==> config.mk <==
export PLATFORM = sky130hd
export DESIGN_NAME = npc_dist
export DESIGN_NICKNAME = d
export VERILOG_FILES = /design/src/design/npc_pkg.sv /design/src/design/npc_dist.sv
export SDC_FILE = /design/constraint.sdc
export NUM_CORES = 1
export LEC_CHECK = 0
export ABC_AREA = 1
export BUFFER_PORTS_ARGS = -buffer_cell sky130_fd_sc_hd__clkbuf_2
export CELL_PAD_IN_SITES_DETAIL_PLACEMENT = 1
export CELL_PAD_IN_SITES_GLOBAL_PLACEMENT = 2
export CORE_ASPECT_RATIO = 1.2
export CORE_MARGIN = 2
export CORE_UTILIZATION = 29
export CTS_BUF_LIST = sky130_fd_sc_hd__clkbuf_16
export DETAILED_ROUTE_END_ITERATION = 12
export PLACE_DENSITY_LB_ADDON = 0.1
export SYNTH_ARGS = -nofsm -noshare
export SYNTH_HDL_FRONTEND = slang
export SYNTH_SLANG_ARGS = --single-unit
==> constraint.sdc <==
create_clock -name clk -period 6.65 [get_ports clk]
set_input_delay 0.9975 -clock clk [delete_from_list [all_inputs] [get_ports clk]]
set_output_delay 0.9975 -clock clk [all_outputs]
set_load 0.05 [all_outputs]
==> src/design/npc_pkg.sv <==
// Shared constants and types for the nearest palette color search.
package npc_pkg;

	localparam int PALETTE_ENTRIES = 256;
	localparam int ADDR_W = $clog2(PALETTE_ENTRIES);
	localparam int CNT_W = $clog2(PALETTE_ENTRIES + 1);

	localparam int COMP_W = 8;
	localparam int INDEX_W = 8;
	localparam int SQ_W = 2 * COMP_W;
	// 10 * 255^2 fits in 20 bits; the starting best, twice the distance to black, takes one more
	localparam int DIST_W = 20;
	localparam int BEST_W = DIST_W + 1;

	localparam int WEIGHT_RED = 3;
	localparam int WEIGHT_GREEN = 5;
	localparam int WEIGHT_BLUE = 2;

	localparam logic MODE_WRITE = 1'b0;
	localparam logic MODE_QUERY = 1'b1;

	typedef struct packed {
		logic [COMP_W-1:0] red;
		logic [COMP_W-1:0] green;
		logic [COMP_W-1:0] blue;
	} color_t;

	localparam int COLOR_W = $bits(color_t);

endpackage

==> src/design/npc_dist.sv <==
// Two-stage weighted squared distance: squares, then weighted sum.
module npc_dist
	import npc_pkg::*;
(
	input  logic              clk,
	input  color_t            query,
	input  color_t            entry,
	output logic [DIST_W-1:0] distance
);

	logic [COMP_W-1:0] dr, dg, db;
	logic [SQ_W-1:0]   sq_r_s2, sq_g_s2, sq_b_s2;
	logic [DIST_W-1:0] dist_s3;

	always_comb begin
		dr = (query.red > entry.red) ? query.red - entry.red : entry.red - query.red;
		dg = (query.green > entry.green) ? query.green - entry.green
		                                 : entry.green - query.green;
		db = (query.blue > entry.blue) ? query.blue - entry.blue : entry.blue - query.blue;
	end

	always_ff @(posedge clk) begin
		sq_r_s2 <= SQ_W'(dr) * SQ_W'(dr);
		sq_g_s2 <= SQ_W'(dg) * SQ_W'(dg);
		sq_b_s2 <= SQ_W'(db) * SQ_W'(db);
		dist_s3 <= DIST_W'(sq_r_s2) * DIST_W'(WEIGHT_RED)
		         + DIST_W'(sq_g_s2) * DIST_W'(WEIGHT_GREEN)
		         + DIST_W'(sq_b_s2) * DIST_W'(WEIGHT_BLUE);
	end

	assign distance = dist_s3;

endmodule

# [Yosys cells after proc, flatten, opt, wreduce, memory -nomap -nowiden]
# Cells that the tools add are included.
[word_totals] latch_bits=0 out_inout_bits=20 romBits=0 reg_bits=68 in_bits=49 ramBits=0 wordCells=23 n_memories=0
[classes] add_sub_neg=8 mux=3 eq_ne=0 shift=0 div=0 n_lt_le_gt_ge=3 bitwise=0 multipliers=5 n_reduce_logical=0
[op_table] op="8-bit by 8-bit multiplier with 16-bit output" n=3
[op_table] op="8-bit subtractor" n=6
[op_table] op="8-bit greater-than comparator" n=3
[op_table] op="8-bit 2-to-1 mux" n=3
[op_table] op="18-bit by 19-bit adder with 20-bit output" n=1
[op_table] op="20-bit by 17-bit adder with 20-bit output" n=1
[op_table] op="16-bit by 3-bit multiplier with 19-bit output (second input constant)" n=1
[op_table] op="16-bit by 2-bit multiplier with 18-bit output (second input constant)" n=1

# [Depth between registers and ports, before layout]
# Gate-level depths: netlist (run 1).
[logic_depth] depth_word=3 depth_mapped=31

# [Worst setup path after synthesis (run 1)]
# No wires, ideal clock.
[synth_timing] kind="input port to flip-flop" from="input port query[16] (netlist bit)" to="register sq_r_s2[13]" t_arrival_ns=5.756 path_buffers=0 path_slack_ns=0.782 cell_stages=29 cell_sequence="inv_1 -> ha_1 -> inv_1 -> fa_1 -> nand3_1 -> nand3_1 -> nand2_1 -> nand2_1 -> nand2_4 -> inv_2 -> nand2_1 -> nand2_4 -> nor2_2 -> inv_1 -> fa_1 -> inv_1 -> fa_1 -> inv_1 -> fa_1 -> fa_1 -> inv_1 -> ha_1 -> a21oi_1 -> a21boi_0 -> o21ai_0 -> nand2_1 -> nand2_1 -> nand2_1 -> nand2_1"
[synth_between] elab_chain_len=3 elab_cells_between_ends=5
[synth_lines] element="from (decl)" line="npc_dist.sv:6" text="input color_t query,"
[synth_lines] element="8-bit subtractor / 8-bit greater-than comparator (equally long branches)" line="npc_dist.sv:16" text="dr = (query.red > entry.red) ? query.red - entry.red : entry.red - query.red;"
[synth_lines] element="8-bit 2-to-1 mux (*)" line="npc_dist.sv:16"
[synth_lines] element="8-bit by 8-bit multiplier with 16-bit output (*)" line="npc_dist.sv:23" text="sq_r_s2 <= SQ_W'(dr) * SQ_W'(dr);"
[synth_lines] element="to (signal assigned)" line="npc_dist.sv:23"
[synth_lines] element="to (decl)" line="npc_dist.sv:12" text="logic [SQ_W-1:0] sq_r_s2, sq_g_s2, sq_b_s2;"
# Every way passes the cells marked *; elsewhere a longest branch is shown, timed or not.

# [Final worst setup path (run 1)]
# Same ends and word-level chain as after synthesis.

==> results by group, run 1 <==
CTS
  • Worst-path clk slew: 0.06 ns
  • Clock Tree Buf Depth: 2
  • Clk root buf: clkbuf_16
  • CTS Hold Bufs: 0
  • H-tree depth: 3
  • CTS tree: done
  • Clk sinks: 65
  • Inserted Clock Buffers: 9
  • Clock Latency Late Sink: 0.34 ns

Global routing
  • Largest net degree at the start of global routing: 15
  • Gr ovfl total: 0
  • Initial antenna violation count: 0
  • Vias in the first global route: 9998
  • First-pass GRT wire length: 47500 um
  • GRT Overall Usage: 0.148

Cells and area
  • Share of cells above drive strength 1: 0.105
  • Storage cell area: 1300 um2
  • Filler cell count: 4677
  • Nets: 1877
  • N_diodes: 0
  • Area of the multi-input gates: 8320 um2
  • Area Overhead vs Synth: 11.3%

Synth
  • Synth warn: 0
  • Top-count cell post-synth: inv_1
  • Synth cell types: 42
  • Syn avg cell area: 7.52 um2
  • Most frequent cells after synthesis: inv_1, nand2_1, ha_1, fa_1, nor2_1
  • Area leader, netlist: fa_1
  • Synth Instances: 1461
  • Post-synth EDFFs: 0
  • Synth area leaders: fa_1, ha_1, dfxtp_1
  • Ys flop type: dfxtp_1
  • Yosys top cell area share: 0.226
  • Asr flop ratio synth: 0
  • Synth Cell Area: 11000 um2
  • Seq/Total Area, Yosys: 0.118
  • Synthesized flop and latch total: 65

Run status
  • Status: completed

Route
  • Routed WL per cell: 13.4 um
  • WL final: 27100 um
  • Via-to-Cell Ratio: 4.37
  • Iter 0 DRT Violations: 180
  • Routed Antenna Nets: 0
  • Drt pass-1 iters: 4
  • DRC viols: 0
  • Via count: 8826

STA
  • Fin crit share: 0.919
  • Fin Clk Skew: 0.0104 ns
  • TNS Setup: 0 ns
  • FMAX: 164 MHz
  • Final hold violations: 0
  • Setup-failing EPs final: 0
  • Final Max Tran Viols: 0
  • RSZ-0062 raised after global routing: no
  • Final Critical Period: 6.11 ns

Critical path
  • Crit path DAT: 6.35 ns
  • Crit path launch type: input port
  • CP Max Fanout: 10
  • CP endpoint kind: flip-flop
  • WS Path Type: in -> reg
  • CP required: 6.88 ns

Placement
  • IO Port Bufs: 68
  • Post-DP HPWL: 24700 um
  • RD Place Congestion: 0.752

Run
  • Max Cap Viol: 0

Floorplan
  • Die W: 182 um
  • Die height: 217 um
  • Core Region: 37600 um2
  • Die ar.: 39500 um2
  • Num ports: 69
  • Starting density of the core: 0.293
  • Cell row count: 78

Hold path
  • Hold Crit Class: reg -> reg
cell families after synthesis:
logic type	synth area share
buffers and inverters	0.125
DFF	0.118
and+or+nand+nor	0.222
xor gates and xnor gates	0.0494
AOI/OAI and AO/OA	0.0668
adders and majority gates	0.417
other	0.000683
registers in the layout, indices dropped and copies added (netlist names):
signal / flops
sq_g_s2: 15
distance: 20
sq_r_s2: 15
sq_b_s2: 15
per-stage QoR:
stage	setup WS, ns	instance area (um2)	util	std cells	hold WS [ns]
3_3_place_gp	0.194	11900	0.317	2005	0.480
6_report	0.538	12200	0.326	2021	0.488
4_1_cts	0.437	12200	0.326	2021	0.504
2_1_floorplan	0.782	11000	-	1463	0.449
3_5_place_dp	0.0993	11900	0.317	2005	0.488
5_1_grt	0.00279	12200	0.326	2021	0.522
final cells by class:
type	count	share of cell area
clock inverters	7	0.00685
well taps	480	0.0491
clock buffers	9	0.0184
inverters	349	0.108
flip-flops and latches	65	0.106
multi-input cells	1038	0.680
repair buffers	73	0.0309
critical path: stages:
cell	delay, ns
clkbuf_2	0.09
inv_1	0.05
ha_1	0.13
inv_1	0.06
fa_1	0.42
nand3_1	0.11
nand3_1	0.12
nand2_1	0.09
nand2_1	0.08
nand2_4	0.14
nand2_1	0.07
o21ai_1	0.16
inv_2	0.17
nor2_1	0.24
fa_1	0.46
fa_1	0.55
inv_1	0.05
fa_1	0.50
fa_1	0.54
inv_1	0.04
ha_1	0.34
a21oi_1	0.20
a21boi_0	0.31
o21ai_0	0.18
nand2_1	0.11
nand2_1	0.05
nand2_1	0.05
nand2_1	0.04
cell usage in the layout (no fill, tap or decap), types with 3 or more instances in the layout:
| cell | instances |
|---|---|
| a21boi_0 | 6 |
| a21o_1 | 7 |
| a21oi_1 | 62 |
| buf_4 | 5 |
| clkbuf_16 | 9 |
| clkbuf_2 | 68 |
| conb_1 | 4 |
| dfxtp_1 | 65 |
| fa_1 | 124 |
| ha_1 | 168 |
| inv_1 | 334 |
| inv_2 | 12 |
| inv_6 | 3 |
| nand2_1 | 303 |
| nand2_2 | 18 |
| nand2_4 | 10 |
| nand2_8 | 3 |
| nand3_1 | 68 |
| nand4_1 | 10 |
| nor2_1 | 112 |
| nor2_2 | 15 |
| nor2_4 | 3 |
| o21ai_0 | 23 |
| o21ai_1 | 8 |
| o21ai_2 | 4 |
| o21bai_1 | 9 |
| or2_2 | 3 |
| xnor2_1 | 28 |
| xor2_1 | 34 |
per-layer routing:
metal  part of all wire  vias to the layer above  GRT usage
met5                  0                        -          0
met1               0.44                     4183      0.170
met3              0.011                       13    0.00937
met4              0.010                        0     0.0222
met2               0.54                       58      0.300
li1                   -                     4572          -
worst paths after layout:
| kind | from | to | slack [ns] | cells after the start |
|---|---|---|---|---|
| hold / removal | sq_g_s2[0]$_DFF_P_ | distance[0]$_DFF_P_ | 0.49 | 1 |
| hold reg to reg | sq_g_s2[0]$_DFF_P_ | distance[0]$_DFF_P_ | 0.49 | 1 |
| setup reg to reg | sq_r_s2[2]$_DFF_P_ | distance[15]$_DFF_P_ | 3.07 | 15 |
| setup / recovery | query[16] | sq_r_s2[13]$_DFF_P_ | 0.54 | 28 |
what timing repair did:
item / in CTS / in global routing
endpoints found under the setup margin: 0 / 1
setup buffers: 0 / 0
gates resized for setup: 0 / 1
Power of run 1 is left out: the tool's default activity adds up to more than one toggle a clock period on the data nets, which glitch-free logic cannot reach.
==> inputs of run 2 (changes only) <==
CORE_ASPECT_RATIO = 1.5   (was 1.2)
==> run 2 against run 1 <==
  * Final area hardly changed
  * Sequential share of layout area hardly changed
  * Wire length is 6.6% higher
  * Register-to-register slack worse by 0.25 ns
  * Clock skew is 0.0040 ns lower
  * Hold slack better by 0.014 ns
  * Core utilization is 0.081 points higher
  * Cell count is 0.45% higher
  * Critical endpoint is now sq_r_s2[12]$_DFF_P_
==> results by group, run 2 (synthesis gave the netlist of run 1 again) <==
Cells and area
  • Final Util: 0.326 (about the same)
  • Commonest non-fill, non-tap cell in the layout: inv_1 (unchanged)
  • Share of cells above drive strength 1: 0.103 (was 0.105)
  • Nets: 1879 (was 1877)
  • N_diodes: 0 (unchanged)
  • Area of the multi-input gates: 8320 um2 (about the same)
  • Commonest non-fill, non-tap cells in the layout: inv_1, nand2_1, ha_1, fa_1, nor2_1 (unchanged)
  • Filler cell count: 4710 (was 4677)
  • Max FFs per register: 20 (unchanged)
  • Area Overhead vs Synth: 11.2% (was 11.3%)
  • Storage cell area: 1300 um2 (unchanged)

Route
  • Via count: 8960 (was 8826)
  • Iter 0 DRT Violations: 133 (was 180)
  • Routed WL per cell: 14.2 um (was 13.4 um)
  • Via-to-Cell Ratio: 4.41 (was 4.37)
  • DRC viols: 0 (unchanged)
  • Drt pass-1 iters: 4 (unchanged)
  • Routed Antenna Nets: 0 (unchanged)
  • WL final: 28900 um (was 27100 um)

Critical path
  • Crit path launch type: input port (unchanged)
  • CP max-delay cell: fa_1 (unchanged)
  • Crit path DAT: 6.33 ns (was 6.35 ns)
  • Reg2Reg Setup Slack: 2.82 ns (was 3.07 ns)
  • CP Max Fanout: 10 (unchanged)
  • CP required: 6.88 ns (about the same)
  • CP endpoint kind: flip-flop (unchanged)
  • Critical path's largest stage delay: 0.54 ns (was 0.55 ns)
  • Most used cell, CP: nand2_1 (unchanged)
  • WS Path Type: in -> reg (unchanged)

STA
  • Final hold violations: 0 (unchanged)
  • Final Max Tran Viols: 0 (unchanged)
  • TNS Setup: 0 ns (unchanged)
  • RSZ-0062 raised after global routing: no (unchanged)
  • Fin crit share: 0.917 (was 0.919)
  • FMAX: 164 MHz (about the same)
  • Fin Clk Skew: 0.00644 ns (was 0.0104 ns)
  • Final Critical Period: 6.10 ns (was 6.11 ns)
  • Setup-failing EPs final: 0 (unchanged)

Floorplan
  • Die W: 163 um (was 182 um)
  • Num ports: 69 (unchanged)
  • Core Region: 37400 um2 (was 37600 um2)
  • Starting density of the core: 0.294 (was 0.293)
  • Die height: 242 um (was 217 um)
  • Die ar.: 39500 um2 (about the same)
  • Cell row count: 87 (was 78)

Hold path
  • Hold Crit Class: reg -> reg (unchanged)

CTS
  • Worst-path clk slew: 0.06 ns (about the same)
  • Inserted Clock Buffers: 9 (unchanged)
  • Post-CTS Resized: 0 (unchanged)
  • CTS tree: done (unchanged)
  • Clk root buf: clkbuf_16 (unchanged)
  • Clock Latency Late Sink: 0.33 ns (was 0.34 ns)
  • CTS Hold Bufs: 0 (unchanged)
  • Clk sinks: 65 (unchanged)
  • Post-CTS Setup Bufs: 0 (unchanged)
  • Clock Tree Buf Depth: 2 (unchanged)
  • H-tree depth: 3 (unchanged)

Placement
  • RD Place Congestion: 0.772 (was 0.752)
  • Post-DP HPWL: 26400 um (was 24700 um)
  • IO Port Bufs: 68 (unchanged)

Global routing
  • Largest net degree at the start of global routing: 12 (was 15)
  • Initial antenna violation count: 0 (unchanged)
  • Gr ovfl total: 0 (unchanged)
  • GRT Overall Usage: 0.157 (was 0.148)
  • First-pass GRT wire length: 49300 um (was 47500 um)
  • Vias in the first global route: 10300 (was 9998)

Run
  • Max Cap Viol: 0 (unchanged)

Run status
  • Status: completed (unchanged)
[run 2: cell count changes in the layout (fill, tap and decap cells not counted), sizes merged]
cell,delta
buf,+2
clkinv,+2
inv,-4
[run 2: final timing paths]
path / from / endpoint / cells after the start
hold reg to reg: sq_g_s2[0]$_DFF_P_ / distance[0]$_DFF_P_ / 1
hold / removal: sq_g_s2[0]$_DFF_P_ / distance[0]$_DFF_P_ / 1
setup / recovery: query[16] / sq_r_s2[12]$_DFF_P_ / 30
setup reg to reg: sq_r_s2[2]$_DFF_P_ / distance[15]$_DFF_P_ / 15
[run 2: area by class of cell]
class / instances / area share
inverters: 349 / 0.108
multi-input cells: 1038 / 0.681
clock buffers: 9 / 0.0184
flip-flops and latches: 65 / 0.106
well taps: 489 / 0.0501
repair buffers: 75 / 0.0321
clock inverters: 5 / 0.00399
[run 2: worst max-delay path, delay by kind of cell]
family,cells,cell delay (ns)
fa+ha+maj,6,2.45
xor+xnor,1,0.20
simple gates,12,1.24
buf+inv,6,0.44
compound gates,5,1.00
[run 2: per-stage QoR]
step           hold slack [ns]  instances  area [um2]  setup WS (ns)
4_1_cts                  0.505       2030       12200          0.493
6_report                 0.502       2030       12200          0.550
2_1_floorplan            0.449       1463       11000          0.782
3_3_place_gp             0.485       2016       11900          0.314
5_1_grt                  0.536       2030       12200         0.0345
3_5_place_dp             0.490       2016       11900          0.150
[run 2: routing by layer]
layer | part of all wire | up-vias | global-route usage
li1 | - | 4561 | -
met1 | 0.35 | 4319 | 0.148
met2 | 0.61 | 54 | 0.343
met3 | 0.011 | 26 | 0.0106
met4 | 0.024 | 0 | 0.0437
met5 | 0 | - | 0
Power of run 2 is left out for the same reason.
==> inputs of run 3 (changes only) <==
CTS_CLUSTER_DIAMETER = 80   (was default)
REMOVE_ABC_BUFFERS = 1   (was default)
==> run 3 against run 2 <==
  * Clock skew increased by 0.00059 ns
  * Hold slack worse by 0.019 ns
  * Setup slack got worse by 0.030 ns
  * Core utilization increased by 0.17 points
  * Global-route usage fell by 0.53 points
  * Cell count did not move
==> results by group, run 3 (synthesis gave the netlist of run 1 again) <==
Critical path
  • CP required: 6.88 ns (about the same)
  • Critical path's largest stage delay: 0.54 ns (about the same)
  • Most used cell, CP: nand2_1 (unchanged)
  • Critical path depth in cells: 30 (unchanged)
  • Crit path buf inv count: 8 (was 6)
  • Crit path DAT: 6.36 ns (was 6.33 ns)
  • Worst reg-to-reg path cell count: 14 (was 15)
  • CP max-delay cell: fa_1 (unchanged)
  • WS Path Type: in -> reg (unchanged)
  • CP endpoint kind: flip-flop (unchanged)
  • Crit path launch type: input port (unchanged)
  • CP Max Fanout: 9 (was 10)
  • Top delay family on crit path: adder cells (unchanged)

Route
  • Routed WL per cell: 13.7 um (was 14.2 um)
  • Routed Antenna Nets: 0 (unchanged)
  • Via count: 8926 (was 8960)
  • Iter 0 DRT Violations: 170 (was 133)
  • DRC viols: 0 (unchanged)
  • WL final: 27900 um (was 28900 um)
  • Drt pass-1 iters: 4 (unchanged)
  • Via-to-Cell Ratio: 4.40 (was 4.41)

CTS
  • Clock Tree Buf Depth: 2 (unchanged)
  • Worst-path clk slew: 0.06 ns (about the same)
  • CTS Hold Bufs: 0 (unchanged)
  • Clk root buf: clkbuf_16 (unchanged)
  • CTS tree: done (unchanged)
  • H-tree depth: 3 (unchanged)
  • Clk sinks: 65 (unchanged)
  • Clock Latency Late Sink: 0.33 ns (about the same)
  • Inserted Clock Buffers: 9 (unchanged)

Placement
  • Placed Cells: 2015 (was 2016)
  • RD Place Congestion: 0.755 (was 0.772)
  • IO Port Bufs: 68 (unchanged)
  • Post-DP Area: 11900 um2 (about the same)
  • Post-DP HPWL: 25600 um (was 26400 um)

STA
  • Fin Clk Skew: 0.00703 ns (was 0.00644 ns)
  • Final Max Tran Viols: 0 (unchanged)
  • Setup-failing EPs final: 0 (unchanged)
  • RSZ-0062 raised after global routing: no (unchanged)
  • Final Critical Period: 6.13 ns (was 6.10 ns)
  • TNS Setup: 0 ns (unchanged)
  • Final hold violations: 0 (unchanged)
  • Fin crit share: 0.922 (was 0.917)
  • FMAX: 163 MHz (was 164 MHz)

Cells and area
  • Area Overhead vs Synth: 11.8% (was 11.2%)
  • Filler cell count: 4751 (was 4710)
  • N_diodes: 0 (unchanged)
  • Final Util: 0.328 (was 0.326)
  • Max FFs per register: 20 (unchanged)
  • Nets: 1878 (was 1879)
  • Commonest non-fill, non-tap cell in the layout: inv_1 (unchanged)
  • Commonest non-fill, non-tap cells in the layout: inv_1, nand2_1, ha_1, fa_1, nor2_1 (unchanged)
  • Storage cell area: 1300 um2 (unchanged)
  • Cell Count, Final, Fillers Out: 2030 (unchanged)
  • Area of the multi-input gates: 8320 um2 (about the same)
  • Share of cells above drive strength 1: 0.105 (was 0.103)
  • Fin area: 12300 um2 (was 12200 um2)

Global routing
  • First-pass GRT wire length: 48100 um (was 49300 um)
  • Initial antenna violation count: 0 (unchanged)
  • Largest net degree at the start of global routing: 13 (was 12)
  • Gr ovfl total: 0 (unchanged)
  • Vias in the first global route: 10000 (was 10300)
  • GRT Overall Usage: 0.152 (was 0.157)

Floorplan
  • Die W: 163 um (unchanged)
  • Num ports: 69 (unchanged)
  • Core Region: 37400 um2 (unchanged)
  • Die height: 242 um (unchanged)
  • Die ar.: 39500 um2 (unchanged)
  • Cell row count: 87 (unchanged)
  • Starting density of the core: 0.294 (unchanged)

Hold path
  • WHS Path Cells: 1 (unchanged)
  • Hold Crit Class: reg -> reg (unchanged)

Run
  • Max Cap Viol: 0 (unchanged)

Run status
  • Status: completed (unchanged)
==> run 3: timing repair <==
item                                    4_1_cts  5_1_grt
gates resized for setup                       0        3
setup buffers                                 0        0
endpoints found under the setup margin        0        3
==> run 3: through the flow <==
| step | setup slack [ns] | hold slack (ns) |
|---|---|---|
| 6_report | 0.519 | 0.483 |
| 5_1_grt | 0.00864 | 0.521 |
| 4_1_cts | 0.307 | 0.496 |
| 3_5_place_dp | -0.0374 | 0.485 |
| 3_3_place_gp | 0.0545 | 0.489 |
| 2_1_floorplan | 0.780 | 0.449 |
==> run 3: path summary, 6_finish.rpt <==
path | slack (ns) | from | end
worst min-delay path | 0.48 | sq_g_s2[0]$_DFF_P_ | distance[0]$_DFF_P_
worst max register to register | 3.07 | sq_r_s2[2]$_DFF_P_ | distance[11]$_DFF_P_
worst min register to register | 0.48 | sq_g_s2[0]$_DFF_P_ | distance[0]$_DFF_P_
worst max-delay path | 0.52 | query[0] | sq_b_s2[13]$_DFF_P_
==> run 3: per-layer routing <==
metal,track usage,vias to the layer above,part of all wire,wire [um]
met4,0.0416,0,0.024,682
met2,0.323,70,0.59,16500
met3,0.00942,20,0.013,360
met5,0,-,0,0
met1,0.151,4273,0.37,10300
li1,-,4563,-,-
==> run 3: worst reg2reg max path, delay by kind of cell (launching register included) <==
family	cells	cell delay [ns]
fa+ha+maj	4	1.81
flops	1	0.37
xor+xnor	1	0.17
compound gates	3	0.75
simple gates	1	0.04
buf+inv	5	0.33
==> run 3: final cells by class <==
type                    count  share of cell area
multi-input cells        1038               0.677
inverters                 349               0.108
flip-flops and latches     65               0.106
well taps                 489              0.0498
repair buffers             74              0.0314
clock buffers               9              0.0183
clock inverters             6             0.00947
Power of run 3 is left out for the same reason.
